<file path="src/rtl/core/nmea_checksum_framer_checker_unit_macros.svh">
// Assertion macros for the NMEA checksum framer and checker.
// Used only by the top level; clocked on aclk, disabled while aresetn is low.
`ifndef NMEA_CHECKSUM_FRAMER_CHECKER_UNIT_MACROS_SVH
`define NMEA_CHECKSUM_FRAMER_CHECKER_UNIT_MACROS_SVH

// Same-cycle implication.
`define NMEACS_ASSERT_IMP(label, ante, cons) \
    label: assert property (@(posedge aclk) disable iff (!aresetn) (ante) |-> (cons)) \
        else $error("nmeacs assertion failed");

// Next-cycle implication.
`define NMEACS_ASSERT_NEXT(label, ante, cons) \
    label: assert property (@(posedge aclk) disable iff (!aresetn) (ante) |=> (cons)) \
        else $error("nmeacs assertion failed");

`endif

</file>
<file path="src/rtl/core/nmeacs_pkg.sv">
// Shared types, constants and helpers of the NMEA checksum framer and checker.
// No dependencies; imported by every module of the block.
package nmeacs_pkg;

    localparam int QDEPTH = 4;
    localparam int QPTR_W = $clog2(QDEPTH);
    localparam int QCNT_W = $clog2(QDEPTH + 1);

    localparam logic [7:0] CH_DOLLAR = 8'h24;
    localparam logic [7:0] CH_STAR   = 8'h2A;
    localparam logic [7:0] CH_CR     = 8'h0D;
    localparam logic [7:0] CH_LF     = 8'h0A;
    localparam logic [3:0] NIB_MASK  = 4'hF;

    localparam logic [7:0] HEX_DIGITS [16] = '{
        8'h30, 8'h31, 8'h32, 8'h33, 8'h34, 8'h35, 8'h36, 8'h37,
        8'h38, 8'h39, 8'h41, 8'h42, 8'h43, 8'h44, 8'h45, 8'h46
    };

    typedef enum logic [2:0] {
        PH_START = 3'd0,
        PH_BODY  = 3'd1,
        PH_STAR  = 3'd2,
        PH_HI    = 3'd3,
        PH_LO    = 3'd4,
        PH_DROP  = 3'd5
    } phase_t;

    typedef enum logic [1:0] {
        OP_CHAR      = 2'd0,
        OP_CHAR_TAIL = 2'd1,
        OP_TAIL      = 2'd2,
        OP_VERDICT   = 2'd3
    } op_t;

    // Tail positions.
    localparam logic [2:0] TP_STAR = 3'd0;
    localparam logic [2:0] TP_HI   = 3'd1;
    localparam logic [2:0] TP_LO   = 3'd2;
    localparam logic [2:0] TP_CR   = 3'd3;
    localparam logic [2:0] TP_LF   = 3'd4;

    typedef struct packed {
        op_t        op;
        logic [7:0] ch;
        logic [7:0] sum;
        logic       ok;
    } cmd_t;

    typedef struct packed {
        logic empty;
        logic full;
    } q_stat_t;

    function automatic logic [7:0] hex_char(input logic [3:0] nib);
        return HEX_DIGITS[nib & NIB_MASK];
    endfunction

    function automatic logic [7:0] tail_char(input logic [2:0] pos, input logic [7:0] sum);
        logic [7:0] c;
        c = CH_LF;
        case (pos)
            TP_STAR: c = CH_STAR;
            TP_HI:   c = hex_char(sum[7:4]);
            TP_LO:   c = hex_char(sum[3:0]);
            TP_CR:   c = CH_CR;
            default: c = CH_LF;
        endcase
        return c;
    endfunction

endpackage

</file>
<file path="src/rtl/core/nmea_checksum_framer_checker_unit.sv">
// NMEA 0183 checksum framer and checker, top level.
// Ties nmeacs_front, nmeacs_queue and nmeacs_back together; uses nmeacs_pkg
// and the assertion macros header.
//
// Usage: sentence characters arrive one per transaction on the s_ channel,
// s_tdata[7:0] holding the character and s_tlast marking the last one.
// The cfg channel writes the one-bit mode (0 check, 1 generate); it is always
// ready, and a write abandons any line in progress. Write it only when idle.
// In generate mode each character up to '*' or the line end leaves on the
// m_ channel, followed by '*', two uppercase hex digits, CR and LF. In check
// mode the line end gives one verdict transaction with m_tuser high and the
// verdict in m_tdata[8]. m_tlast marks the last transaction caused by an input.
// An input character is registered in the command queue and then in the output
// register of the back end before its result leaves on the m_ channel.
// The front end takes one character per cycle while the command queue is not
// full; a sentence's tail adds five output transactions from one command. The
// four-entry command queue absorbs that burst and decouples the two sides.
// Reset (aresetn low, synchronous) clears mode to check, the line state, the
// queue and the output valid flag. When the receiver drops m_tready the output
// holds, the queue fills, and s_tready falls once the queue is full.
`include "nmea_checksum_framer_checker_unit_macros.svh"

module nmea_checksum_framer_checker_unit
    import nmeacs_pkg::*;
(
    input  logic        aclk,
    input  logic        aresetn,
    // Configuration write channel: mode register.
    input  logic        cfg_valid,
    output logic        cfg_ready,
    input  logic        cfg_data,
    // Input stream.
    input  logic        s_tvalid,
    output logic        s_tready,
    input  logic [7:0]  s_tdata,   // [7:0] in_char
    input  logic        s_tlast,   // line_end
    // Result stream.
    output logic        m_tvalid,
    input  logic        m_tready,
    output logic [15:0] m_tdata,   // [7:0] out_char, [8] line_valid, [15:9] zero
    output logic        m_tlast,   // run_last
    output logic        m_tuser    // [0] result_kind
);

    logic       push, pop;
    cmd_t       push_cmd, head;
    q_stat_t    q_stat;
    logic [7:0] out_char;
    logic       line_valid;

    // Mode writes are taken at once.
    assign cfg_ready = 1'b1;

    nmeacs_front u_front (
        .aclk     (aclk),
        .aresetn  (aresetn),
        .cfg_valid(cfg_valid),
        .cfg_data (cfg_data),
        .s_tvalid (s_tvalid),
        .s_char   (s_tdata),
        .s_last   (s_tlast),
        .q_stat   (q_stat),
        .s_ready  (s_tready),
        .push     (push),
        .push_cmd (push_cmd)
    );

    nmeacs_queue u_queue (
        .aclk    (aclk),
        .aresetn (aresetn),
        .push    (push),
        .push_cmd(push_cmd),
        .pop     (pop),
        .head    (head),
        .stat    (q_stat)
    );

    nmeacs_back u_back (
        .aclk        (aclk),
        .aresetn     (aresetn),
        .head        (head),
        .q_stat      (q_stat),
        .pop         (pop),
        .m_ready     (m_tready),
        .m_valid     (m_tvalid),
        .m_char      (out_char),
        .m_last      (m_tlast),
        .m_line_valid(line_valid),
        .m_kind      (m_tuser)
    );

    assign m_tdata = {7'b0, line_valid, out_char};

    // The front end never pushes into a full queue, and the back end never pops an empty one.
    `NMEACS_ASSERT_IMP(a_no_overflow, push, !q_stat.full)
    `NMEACS_ASSERT_IMP(a_no_underflow, pop, !q_stat.empty)
    // A verdict carries no character and always closes its input's results.
    `NMEACS_ASSERT_IMP(a_verdict_shape, m_tvalid && m_tuser, m_tlast && (m_tdata[7:0] == 8'h00))
    // A character result never carries a verdict.
    `NMEACS_ASSERT_IMP(a_char_no_verdict, m_tvalid && !m_tuser, !m_tdata[8])

endmodule

</file>
<file path="src/rtl/core/nmeacs_front.sv">
// Front end: holds the mode register and the line state, classifies each
// character and pushes at most one command per character. Depends on nmeacs_pkg.
module nmeacs_front
    import nmeacs_pkg::*;
(
    input  logic       aclk,
    input  logic       aresetn,
    input  logic       cfg_valid,
    input  logic       cfg_data,
    input  logic       s_tvalid,
    input  logic [7:0] s_char,
    input  logic       s_last,
    input  q_stat_t    q_stat,
    output logic       s_ready,
    output logic       push,
    output cmd_t       push_cmd
);

    logic       mode_reg;
    phase_t     phase_reg, phase_next;
    logic [7:0] xor_reg, xor_next;
    logic       mism_reg, mism_next;
    logic       accept;

    assign s_ready = !q_stat.full;
    assign accept  = s_tvalid && s_ready;

    always_comb begin
        phase_next    = phase_reg;
        xor_next      = xor_reg;
        mism_next     = mism_reg;
        push          = 1'b0;
        push_cmd.op   = OP_CHAR;
        push_cmd.ch   = s_char;
        push_cmd.sum  = xor_reg;
        push_cmd.ok   = 1'b0;
        if (mode_reg) begin
            case (phase_reg)
                PH_START: begin
                    push       = accept;
                    push_cmd.op = s_last ? OP_CHAR_TAIL : OP_CHAR;
                    phase_next = PH_BODY;
                end
                PH_BODY: begin
                    push = accept;
                    if (s_char == CH_STAR) begin
                        push_cmd.op = OP_TAIL;
                        phase_next  = PH_DROP;
                    end else begin
                        xor_next     = xor_reg ^ s_char;
                        push_cmd.sum = xor_reg ^ s_char;
                        push_cmd.op  = s_last ? OP_CHAR_TAIL : OP_CHAR;
                    end
                end
                default: ;
            endcase
        end else begin
            case (phase_reg)
                PH_START: begin
                    if (s_char != CH_DOLLAR) mism_next = 1'b1;
                    phase_next = PH_BODY;
                end
                PH_BODY: begin
                    if (s_char == CH_STAR) phase_next = PH_STAR;
                    else                   xor_next   = xor_reg ^ s_char;
                end
                PH_STAR: begin
                    if (s_char != hex_char(xor_reg[7:4])) mism_next = 1'b1;
                    phase_next = PH_HI;
                end
                PH_HI: begin
                    if (s_char != hex_char(xor_reg[3:0])) mism_next = 1'b1;
                    phase_next = PH_LO;
                end
                default: begin
                    mism_next  = 1'b1;
                    phase_next = PH_DROP;
                end
            endcase
            push        = accept && s_last;
            push_cmd.op = OP_VERDICT;
            push_cmd.ch = 8'h00;
            push_cmd.ok = !mism_next && (phase_next == PH_LO);
        end
        if (s_last) begin
            phase_next = PH_START;
            xor_next   = 8'h00;
            mism_next  = 1'b0;
        end
    end

    always_ff @(posedge aclk) begin
        if (!aresetn) begin
            mode_reg  <= 1'b0;
            phase_reg <= PH_START;
            xor_reg   <= 8'h00;
            mism_reg  <= 1'b0;
        end else if (cfg_valid) begin
            mode_reg  <= cfg_data;
            phase_reg <= PH_START;
            xor_reg   <= 8'h00;
            mism_reg  <= 1'b0;
        end else if (accept) begin
            phase_reg <= phase_next;
            xor_reg   <= xor_next;
            mism_reg  <= mism_next;
        end
    end

endmodule

</file>
<file path="src/rtl/core/nmeacs_queue.sv">
// Short command queue between the front end and the back end.
// Depends on nmeacs_pkg for cmd_t, q_stat_t and the depth constants.
module nmeacs_queue
    import nmeacs_pkg::*;
(
    input  logic    aclk,
    input  logic    aresetn,
    input  logic    push,
    input  cmd_t    push_cmd,
    input  logic    pop,
    output cmd_t    head,
    output q_stat_t stat
);

    cmd_t              mem [QDEPTH];
    logic [QPTR_W-1:0] wr_ptr_reg, rd_ptr_reg;
    logic [QCNT_W-1:0] count_reg, count_next;

    assign head       = mem[rd_ptr_reg];
    assign stat.empty = (count_reg == '0);
    assign stat.full  = (count_reg == QCNT_W'(QDEPTH));

    always_comb begin
        count_next = count_reg;
        if (push && !pop)      count_next = count_reg + 1'b1;
        else if (pop && !push) count_next = count_reg - 1'b1;
    end

    always_ff @(posedge aclk) begin
        if (push) begin
            mem[wr_ptr_reg] <= push_cmd;
        end
    end

    always_ff @(posedge aclk) begin
        if (!aresetn) begin
            wr_ptr_reg <= '0;
            rd_ptr_reg <= '0;
            count_reg  <= '0;
        end else begin
            if (push) wr_ptr_reg <= wr_ptr_reg + 1'b1;
            if (pop)  rd_ptr_reg <= rd_ptr_reg + 1'b1;
            count_reg <= count_next;
        end
    end

endmodule

</file>
<file path="src/rtl/core/nmeacs_back.sv">
// Back end: expands queued commands into result transactions and holds
// the output register. Depends on nmeacs_pkg.
module nmeacs_back
    import nmeacs_pkg::*;
(
    input  logic       aclk,
    input  logic       aresetn,
    input  cmd_t       head,
    input  q_stat_t    q_stat,
    output logic       pop,
    input  logic       m_ready,
    output logic       m_valid,
    output logic [7:0] m_char,
    output logic       m_last,
    output logic       m_line_valid,
    output logic       m_kind
);

    logic [2:0] step_reg;
    logic [2:0] tail_pos;
    logic [7:0] res_char;
    logic       res_last, res_valid, res_kind, res_final;
    logic       advance;

    logic       m_valid_reg;
    logic [7:0] m_char_reg;
    logic       m_last_reg, m_line_valid_reg, m_kind_reg;

    assign tail_pos = (head.op == OP_CHAR_TAIL) ? (step_reg - 3'd1) : step_reg;

    always_comb begin
        res_char  = head.ch;
        res_last  = 1'b1;
        res_valid = 1'b0;
        res_kind  = 1'b0;
        res_final = 1'b1;
        case (head.op)
            OP_CHAR: ;
            OP_VERDICT: begin
                res_char  = 8'h00;
                res_valid = head.ok;
                res_kind  = 1'b1;
            end
            default: begin
                if (head.op == OP_CHAR_TAIL && step_reg == 3'd0) begin
                    res_last  = 1'b0;
                    res_final = 1'b0;
                end else begin
                    res_char  = tail_char(tail_pos, head.sum);
                    res_last  = (tail_pos == TP_LF);
                    res_final = (tail_pos == TP_LF);
                end
            end
        endcase
    end

    assign advance = !q_stat.empty && (!m_valid_reg || m_ready);
    assign pop     = advance && res_final;

    always_ff @(posedge aclk) begin
        if (!aresetn) begin
            step_reg    <= 3'd0;
            m_valid_reg <= 1'b0;
        end else begin
            if (advance) begin
                step_reg    <= res_final ? 3'd0 : step_reg + 3'd1;
                m_valid_reg <= 1'b1;
            end else if (m_ready) begin
                m_valid_reg <= 1'b0;
            end
        end
    end

    always_ff @(posedge aclk) begin
        if (advance) begin
            m_char_reg       <= res_char;
            m_last_reg       <= res_last;
            m_line_valid_reg <= res_valid;
            m_kind_reg       <= res_kind;
        end
    end

    assign m_valid      = m_valid_reg;
    assign m_char       = m_char_reg;
    assign m_last       = m_last_reg;
    assign m_line_valid = m_line_valid_reg;
    assign m_kind       = m_kind_reg;

endmodule
</file>
<file path="config.mk">
export PLATFORM = sky130hd
export DESIGN_NAME = nmea_checksum_framer_checker_unit
export DESIGN_NICKNAME = d
export VERILOG_FILES = /design/src/rtl/core/nmeacs_pkg.sv /design/src/rtl/core/nmea_checksum_framer_checker_unit.sv /design/src/rtl/core/nmeacs_front.sv /design/src/rtl/core/nmeacs_queue.sv /design/src/rtl/core/nmeacs_back.sv
export VERILOG_INCLUDE_DIRS = /design/src /design/src/rtl/core
export SDC_FILE = /design/constraint.sdc
export NUM_CORES = 1
export LEC_CHECK = 0
export ABC_AREA = 1
export BUFFER_PORTS_ARGS = -buffer_cell sky130_fd_sc_hd__buf_4
export CORE_MARGIN = 2
export CORE_UTILIZATION = 60
export CTS_CLUSTER_SIZE = 20
export DETAILED_ROUTE_END_ITERATION = 7
export PLACE_DENSITY_LB_ADDON = 0.12
export SYNTH_ARGS = -nofsm -noshare
export SYNTH_HDL_FRONTEND = slang
export SYNTH_SLANG_ARGS = --single-unit
</file>
<file path="constraint.sdc">
create_clock -name aclk -period 9.15 [get_ports aclk]
set_input_delay 1.83 -clock aclk [delete_from_list [all_inputs] [get_ports aclk]]
set_output_delay 1.83 -clock aclk [all_outputs]
set_load 0.01 [all_outputs]
</file>
### Yosys cells after proc, flatten, opt, wreduce, memory -nomap -nowiden

Memories as Yosys holds them, arrays and structs flattened. A register that Yosys moved wholly into a read port is not among the register bits.
Cells that the tools add are included.

| operators by class | value |
|---|---|
| add/sub/neg operators | 6 |
| magnitude comparators | 4 |
| equality and inequality tests | 18 |
| multiplexer cells | 50 |
| bitwise gates (word level) | 6 |
| reductions and logical operators | 27 |

Operator list:

| kind | count |
|---|---|
| $mux 8 | 14 |
| $pmux 8 s4 | 1 |
| $mux 3 | 9 |
| $ge 5x5->1 const B | 4 |
| $not 4->5 | 4 |
| $mux 1 | 17 |
| $ne 8x8->1 | 2 |
| $pmux 8 s2 | 1 |
| $eq 3x2->1 const B | 4 |
| $logic_not 3->1 | 4 |
| $pmux 3 s4 | 1 |
| $eq 3x3->1 const B | 3 |
| $eq 8x6->1 const B | 1 |
| $logic_and 1x1->1 | 8 |
| $mux 2 | 4 |
| $ne 4x4->1 const B | 2 |
| $ne 8x6->1 const B | 1 |
| $xor 8x8->8 | 1 |
| $add 3x1->3 const B | 2 |
| $eq 3x1->1 const B | 2 |
| $logic_not 1->1 | 6 |
| $pmux 3 s2 | 1 |
| $reduce_or 2->1 | 3 |
| $sub 3x1->3 const B | 2 |
| 12 further kinds | 14 |

| storage, ports and cells | value |
|---|---|
| bits in registers | 35 |
| RAM bits | 76 |
| memory bits (read-only) | 512 |
| output and inout port bits | 21 |
| word-level logic and storage cells | 129 |
| memories kept | 5 |

Memories:

| memory | depth | bits a word | rd ports | clocked after Yosys merged registers in | write ports | RTL line | source |
|---|---|---|---|---|---|---|---|
| (name not given) | 16 | 8 | 1 | 0 | 0 | nmeacs_pkg.sv:56 | `return HEX_DIGITS[nib & NIB_MASK];` |
| (name not given) | 16 | 8 | 1 | 0 | 0 | nmeacs_pkg.sv:56 |  |
| (name not given) | 16 | 8 | 1 | 0 | 0 | nmeacs_pkg.sv:56 |  |
| (name not given) | 16 | 8 | 1 | 0 | 0 | nmeacs_pkg.sv:56 |  |
| u_queue.mem | 4 | 19 | 1 | 1 | 1 | nmeacs_queue.sv:15 | `cmd_t mem [QDEPTH];` |

### Longest topological paths before layout

Gate-level depths: netlist of run 1.

| logic depth | value |
|---|---|
| depth in word-level cells | 11 |
| gate-level depth with buffers | 21 |
| depth with buffers taken out | 18 |

### Hierarchy

From an unflattened synthesis of run 1, not the netlist that was laid out.

| second synthesis, totals | value |
|---|---|
| cell total of the unflattened synthesis | 664 |
| area, all modules | 5,875.6 um2 |

Modules (own cells, without submodules):

| module | times used | cells an instance | area each (um2) |
|---|---|---|---|
| nmeacs_queue | 1 | 242 | 3,299.4 |
| nmeacs_front | 1 | 253 | 1,366.3 |
| nmeacs_back | 1 | 158 | 1,134.8 |
| nmea_checksum_framer_checker_unit | 1 | 11 | 75.1 |

### Worst setup path after synthesis of run 1

OpenSTA, ideal clock, no wires.

| path | value |
|---|---|
| kind | in2reg |
| start | input m_tready |
| end | register u_queue.count_reg[1] |
| data arrival time | 3,782 ps |
| required time | 9,030 ps |
| setup slack | 5,248 ps |
| stages on the path | 8 |
| buffers on the path | 0 |
| path through | nor2_1 -> a31oi_1 -> nand2_1 -> ha_1 -> inv_1 -> fa_1 -> o21ai_0 -> a21oi_1 |

| on the way | value |
|---|---|
| cells in the longest elaborated chain, start to end | 6 |
| elaborated cells on any way between the ends | 8 |

Ends and longest elaborated chain:

| element | RTL line | source |
|---|---|---|
| from (decl) | nmea_checksum_framer_checker_unit.sv:39 | `input logic m_tready,` |
| $logic_or 1x1->1 | nmeacs_back.sv:57 | `assign advance = !q_stat.empty && (!m_valid_reg \|\| m_ready);` |
| $logic_and 1x1->1 | nmeacs_back.sv:57 |  |
| named net u_back.advance | nmeacs_back.sv:23 | `logic advance;` |
| $logic_and 1x1->1 | nmeacs_back.sv:58 | `assign pop = advance && res_final;` |
| $logic_not 1->1 | nmeacs_queue.sv:25 | `if (push && !pop) count_next = count_reg + 1'b1;` |
| $logic_and 1x1->1 | nmeacs_queue.sv:25 |  |
| $mux 3 | nmeacs_queue.sv:25 |  |
| named net u_queue.count_next[1] | nmeacs_queue.sv:17 | `logic [QCNT_W-1:0] count_reg, count_next;` |
| to (signal assigned) | nmeacs_queue.sv:43 | `count_reg <= count_next;` |
| to (decl) | nmeacs_queue.sv:17 |  |

The timed path passes the listed nets, and every way through them passes these cells.
A chain may end at the register's enable or synchronous reset.

==> metrics.txt, run 1 <==
outcome completed; Crit Path Category reg -> reg; vias in the first global route 4,261; final max-slew violation count 0; Worst-Margin Slew 1088 ps; CTS root buf clkbuf_8; reg2reg path depth 17; Post-synth top flop edfxtp_1; Hold Startpoint u_front.mism_reg; layout cells sized above 1 0.1108; cell count after synthesis 636; Multi-input gate area 2127 µm²; YS warnings 0; via count 4,407; setup TNS 0 ps; hold_buf cts 0; commonest non-fill, non-tap cell in the layout nand2_1; syn_area_per_cell 8.983 µm²; hold worst-path end u_front.mism_reg; Port Buffers 27; RSZ-0062 raised after global routing no; most frequent cells in the layout nand2_1 (146), edfxtp_1 (87), inv_1 (74); CP max stage cell clkinv_1; reg2reg setup slack 5120 ps; Fmax achieved 248.1 MHz; post-CTS sizing 0; Worst setup SP type flip-flop; Post-synth EDFFs 87; Area Overhead vs Synth 15.00%; # rows 35; starting DRC count in detailed routing 344; Critical Path End Type flip-flop; Post-Syn Area 5713 µm²; uppermost layer routed met4; worst path cell trace buf_4 > clkinv_1 > a32oi_1 > ha_1 > xor2_1 > inv_1 > and2_1 > nand3_1 > nand2_1 > nand2_1 > ha_1 > inv_1 > fa_1 > a21oi_1 > o21ai_0 > o21ai_0 > a21oi_1; worst hold path class reg -> reg; CP max FO 21; Finished Cell Area 6570 µm²; Req. time, crit path 9540 ps; DR pass1 iterations 6; Post-Route WL 12,540 µm; Synth async-reset ratio 0; final hold vios 0; initial antenna violation count 0; # setup viols final 0; post-synthesis cell type count 40; Initial Util 0.6183; Sink Count 113; I/O Pins 36; post-layout util 0.7110; largest net degree at the start of global routing 44; register bit count reported by yosys 113; met1 wire length 5195 µm; Clock Latency Late Sink 510 ps; dpl cell area 5972 µm²; FF-to-FF End u_queue.count_reg[2]; data arrival time of the critical path 4420 ps; max-cap violations 0; GRT Util Overall 0.2655; die footprint 10,320 µm²; Max transition margin 0.2721; fillers 701; Num CTS Buffers 17; DR WL met3 825 µm; GRT Residual Overflow 0; sequential area share after synthesis 0.5484; core box area 9240 µm²; PD cells 284.8 nW/µm²; CP peak stage delay 500 ps; Die Y 101.6 µm; peak supply drop 0.2059 mV; nets@finish 699; FF+latch area 3133 µm²; Chip Width 101.6 µm; first-pass GRT wire length 20,580 µm; Final Wtd Congestion 0.9173; routed len/inst 15.56 µm; H-tree depth 4; Max Buffers Root-to-Sink 2; Tcrit/Tclk final 0.4405; drt via density 5.468; max reg flops 76; WL met2 6216 µm; CTS tree built; DP HPWL 8502 µm; Post-DRT Antenna Nets 0; final setup margin 5120 ps; post-layout min period 4030 ps; setup bufs post-CTS 0; pre-CTS setup slack 5053 ps; Max Clock Skew 8.057 ps; hold slack 468.4 ps; Antenna Cells 0; CTS clk-pin slew, worst paths 60 ps; hold path cells 2; leakage power 0.002676 µW; DRC 0
## routing by layer
metal / global-route usage / vias to the layer above
met5: 0 / -
met4: 0.09979 / 0
met3: 0.06901 / 22
met2: 0.4413 / 156
met1: 0.3353 / 2055
li1: - / 2174
## area by class of cell
cell class / count / area share
clock inverters: 15 / 0.02799
flip-flops and latches: 113 / 0.4769
inverters: 80 / 0.04609
multi-input cells: 419 / 0.3237
repair buffers: 33 / 0.03771
well taps: 129 / 0.02457
clock buffers: 17 / 0.06304
## power by group
group / total [µW] / switching [µW] / internal [µW]
Clock: 655 / 239 / 416
Sequential: 662 / 26.8 / 635
Combinational: 554 / 371 / 183
## cells in the mapped netlist, types with 2 or more instances
cell type / instances / area share
conb_1: 2 / 0.0013
a32oi_1: 2 / 0.0031
nand3_1: 36 / 0.032
o21ai_1: 5 / 0.0044
o21ai_0: 54 / 0.047
buf_6: 2 / 0.0039
dfxtp_1: 26 / 0.091
clkinv_1: 2 / 0.0013
buf_2: 8 / 0.0070
edfxtp_1: 87 / 0.46
o22ai_1: 7 / 0.0077
nor3_1: 8 / 0.0070
inv_2: 3 / 0.0020
nand4_1: 3 / 0.0033
xor2_1: 12 / 0.018
a21oi_1: 39 / 0.034
o2111ai_1: 2 / 0.0031
clkbuf_1: 9 / 0.0059
buf_4: 11 / 0.014
nor2_2: 2 / 0.0022
inv_1: 74 / 0.049
o211ai_1: 4 / 0.0053
ha_1: 19 / 0.042
nor2_1: 58 / 0.038
nand2_1: 146 / 0.096
## metrics by stage
step	cells	power (µW)
2_1_floorplan	642	1056
3_3_place_gp	774	1194
3_5_place_dp	774	1213
4_1_cts	806	1872
5_1_grt	806	1980
6_report	806	1871
## cell families after synthesis
kind of cell             synth area share
flip-flops                         0.5484
AO/OA/AOI/OAI                      0.1172
XOR/XNOR                          0.01840
buffers and inverters             0.08432
adder cells (fa/ha/maj)           0.04512
AND/OR/NAND/NOR                    0.1853
other                            0.001315
## critical path, delay by kind of cell, from the launching register on
kind	cells	cell delay (ps)
compound gates	5	950
xor+xnor	1	260
fa+ha+maj	3	900
buf+inv	4	930
flops	1	310
simple gates	4	560
## worst max-delay path by stage
| stage | from | endpoint | slack [ps] | depth (start not counted) |
|---|---|---|---|---|
| after floorplan | m_tready | u_queue.count_reg[1] | 5250 | 8 |
| after global placement | m_tready | u_queue.count_reg[1] | 5190 | 9 |
| after detailed placement | m_tready | u_queue.count_reg[1] | 5050 | 9 |
| after CTS | flip-flop | u_queue.count_reg[2] | 5150 | 17 |
| after global routing | flip-flop | u_queue.count_reg[2] | 4780 | 19 |
| final | flip-flop | u_queue.count_reg[2] | 5120 | 17 |
Power figures use the tool's default switching activity.
==> inputs of run 2 (changes only) <==
--- a/config.mk
+++ b/config.mk
@@ -9,7 +9,7 @@
 export ABC_AREA = 1
 export BUFFER_PORTS_ARGS = -buffer_cell sky130_fd_sc_hd__buf_4
 export CORE_MARGIN = 2
-export CORE_UTILIZATION = 60
+export CORE_UTILIZATION = 55
 export CTS_CLUSTER_SIZE = 20
 export DETAILED_ROUTE_END_ITERATION = 7
 export PLACE_DENSITY_LB_ADDON = 0.12
==> constraint.sdc (replaced) <==
create_clock -name aclk -period 3.5 [get_ports aclk]
set_input_delay 0.7 -clock aclk [delete_from_list [all_inputs] [get_ports aclk]]
set_output_delay 0.7 -clock aclk [all_outputs]
set_load 0.01 [all_outputs]
==> run 2 against run 1 <==
The run now ends with DRC left. Count of clock-buffer cells in the layout unchanged. Sequential share of layout area down 0.24 points. Setup slack worse by 4800 ps. Sequential power rose to 2.6 times the previous value. Non-clock buffer count up 6. Routed wire length down 2.6%. Clock power rose to 2.5 times the previous value. Register-to-register slack worse by 4800 ps. Core utilization down 6.2 points. Die area up 8.7%. Largest power group unchanged.
==> metrics.txt, run 2 (same netlist as run 1, synthesis figures left out) <==
DR pass1 iterations 8 (was 6); via count 4,348 (was 4,407); pre-CTS setup slack 284.8 ps (was 5053 ps); Clock Latency Late Sink 510 ps (about the same); Max Clock Skew 9.798 ps (was 8.057 ps); CP max FO 5 (was 21); Sink Count 113 (unchanged); max reg flops 76 (unchanged); hold slack 416.2 ps (was 468.4 ps); CTS clk-pin slew, worst paths 60 ps (about the same); post-layout util 0.6486 (was 0.7110); Post-DRT Antenna Nets 0 (unchanged); largest net degree at the start of global routing 30 (was 44); # setup viols final 0 (unchanged); setup TNS 0 ps (unchanged); outcome complete, but fails checks (was completed); Die Y 105.9 µm (was 101.6 µm); final max-slew violation count 0 (unchanged); worst hold path class in -> reg (was reg -> reg); Crit Path Category reg -> reg (unchanged); die footprint 11,220 µm² (was 10,320 µm²); Worst-Margin Slew 797.1 ps (was 1088 ps); CP peak stage delay 430 ps (was 500 ps); switching share of power 0.3438 (was 0.3402); Critical Path End Type flip-flop (unchanged); violations in the final reports DRC; commonest non-fill, non-tap cell in the layout nand2_1 (unchanged); final hold vios 0 (unchanged); max-cap violations 0 (unchanged); Req. time, crit path 3890 ps (was 9540 ps); I/O Pins 36 (unchanged); Area Overhead vs Synth 15.64% (was 15.00%); worst path cell trace clkinv_1 > a32oi_1 > inv_1 > ha_1 > xor2_1 > inv_1 > and2_1 > nand3_1 > nand2_1 > nand2_1 > ha_1 > inv_1 > fa_1 > a21oi_1 > o21ai_0 > o21ai_0 > a21oi_1 (was buf_4 > clkinv_1 > a32oi_1 > ha_1 > xor2_1 > inv_1 > and2_1 > nand3_1 > nand2_1 > nand2_1 > ha_1 > inv_1 > fa_1 > a21oi_1 > o21ai_0 > o21ai_0 > a21oi_1); DP HPWL 8694 µm (was 8502 µm); data arrival time of the critical path 3550 ps (was 4420 ps); Tcrit/Tclk final 0.9015 (was 0.4405); Final Wtd Congestion 0.9147 (was 0.9173); Post-Route WL 12,210 µm (was 12,540 µm); # rows 37 (was 35); core box area 10,180 µm² (was 9240 µm²); nets@finish 705 (was 699); internal power 3195 µW (was 1234 µW); RSZ-0062 raised after global routing no (unchanged); Seq pwr share 0.355 (was 0.354); routed len/inst 14.91 µm (was 15.56 µm); Worst setup SP type flip-flop (unchanged); PD cells 736.9 nW/µm² (was 284.8 nW/µm²); Max transition margin 0.4679 (was 0.2721); CTS root buf clkbuf_8 (unchanged); Num CTS Buffers 17 (unchanged); first-pass GRT wire length 20,100 µm (was 20,580 µm); Clk network pwr share 0.338 (was 0.350); Fmax achieved 316.9 MHz (was 248.1 MHz); final setup margin 344.6 ps (was 5120 ps); CTS tree built (unchanged); Port Buffers 27 (unchanged); Initial Util 0.5609 (was 0.6183); starting DRC count in detailed routing 308 (was 344); hold_buf cts 0 (unchanged); leakage power 0.002697 µW (was 0.002676 µW); FF+latch area 3134 µm² (was 3133 µm²); CP most frequent cell inv_1; H-tree depth 4 (unchanged); initial antenna violation count 0 (unchanged); Chip Width 105.9 µm (was 101.6 µm); Antenna Cells 0 (unchanged); logic gate share of total power 0.307 (was 0.296); CP max stage cell fa_1 (was clkinv_1); most frequent cells in the layout nand2_1 (146), edfxtp_1 (87), inv_1 (74) (unchanged); Psw 1674 µW (was 636.6 µW); drt via density 5.309 (was 5.468); vias in the first global route 4,145 (was 4,261); post-layout min period 3155 ps (was 4030 ps); GRT Util Overall 0.2342 (was 0.2655); DRC 2 (was 0); Multi-input gate area 2135 µm² (was 2127 µm²); fillers 830 (was 701); GRT Residual Overflow 0 (unchanged); Max Buffers Root-to-Sink 2 (unchanged); layout cells sized above 1 0.1186 (was 0.1108); peak supply drop 0.5047 mV (was 0.2059 mV)
run 2: per-layer routing:
| metal | vias up | part of all wire | GRT usage |
|---|---|---|---|
| li1 | 2179 | - | - |
| met1 | 1996 | 0.44 | 0.2966 |
| met2 | 139 | 0.48 | 0.3774 |
| met3 | 34 | 0.046 | 0.05763 |
| met4 | 0 | 0.033 | 0.1156 |
| met5 | - | 0 | 0 |
run 2: worst max-delay path: cells and delay by family (launching register included):
kind	cells	cell delay [ps]
AO/OA/AOI/OAI	5	760
XOR/XNOR	1	230
adder cells (fa/ha/maj)	3	820
buffers and inverters	4	390
flip-flops	1	340
AND/OR/NAND/NOR	4	490
run 2: area by class of cell:
class	count	area share
flip-flops and latches	113	0.4744
inverters	80	0.04583
well taps	136	0.02576
multi-input cells	419	0.3231
clock inverters	15	0.02386
repair buffers	39	0.04432
clock buffers	17	0.06269
run 2: timing repair:
item	4_1_cts	5_1_grt
resized for setup	0	2
setup buffers	0	0
endpoints found under the setup margin	0	1
run 2: final timing paths:
check | start | to | slack, ps | cells after the start
setup / recovery | flip-flop | u_queue.count_reg[2] | 340 | 17
setup reg to reg | flip-flop | u_queue.count_reg[2] | 340 | 17
hold reg to reg | u_queue.rd_ptr_reg[1] | flip-flop | 470 | 2
hold / removal | cfg_data | u_front.mode_reg | 420 | 3
run 2: power by group through the flow:
stage	combinational [µW]	sequential [µW]	clock, µW
2_1_floorplan	989	1770	0
3_3_place_gp	1440	1750	0
3_5_place_dp	1480	1760	0
4_1_cts	1490	1730	1670
5_1_grt	1680	1740	1740
6_report	1500	1730	1640
run 2: metrics by stage:
stage,cells,total power (µW),instance area [µm²]
final,819,4868,6606
after global routing,819,5165,6606
after CTS,819,4882,6598
after floorplan,642,2760,5736
after global placement,787,3193,6026
after detailed placement,787,3234,6026
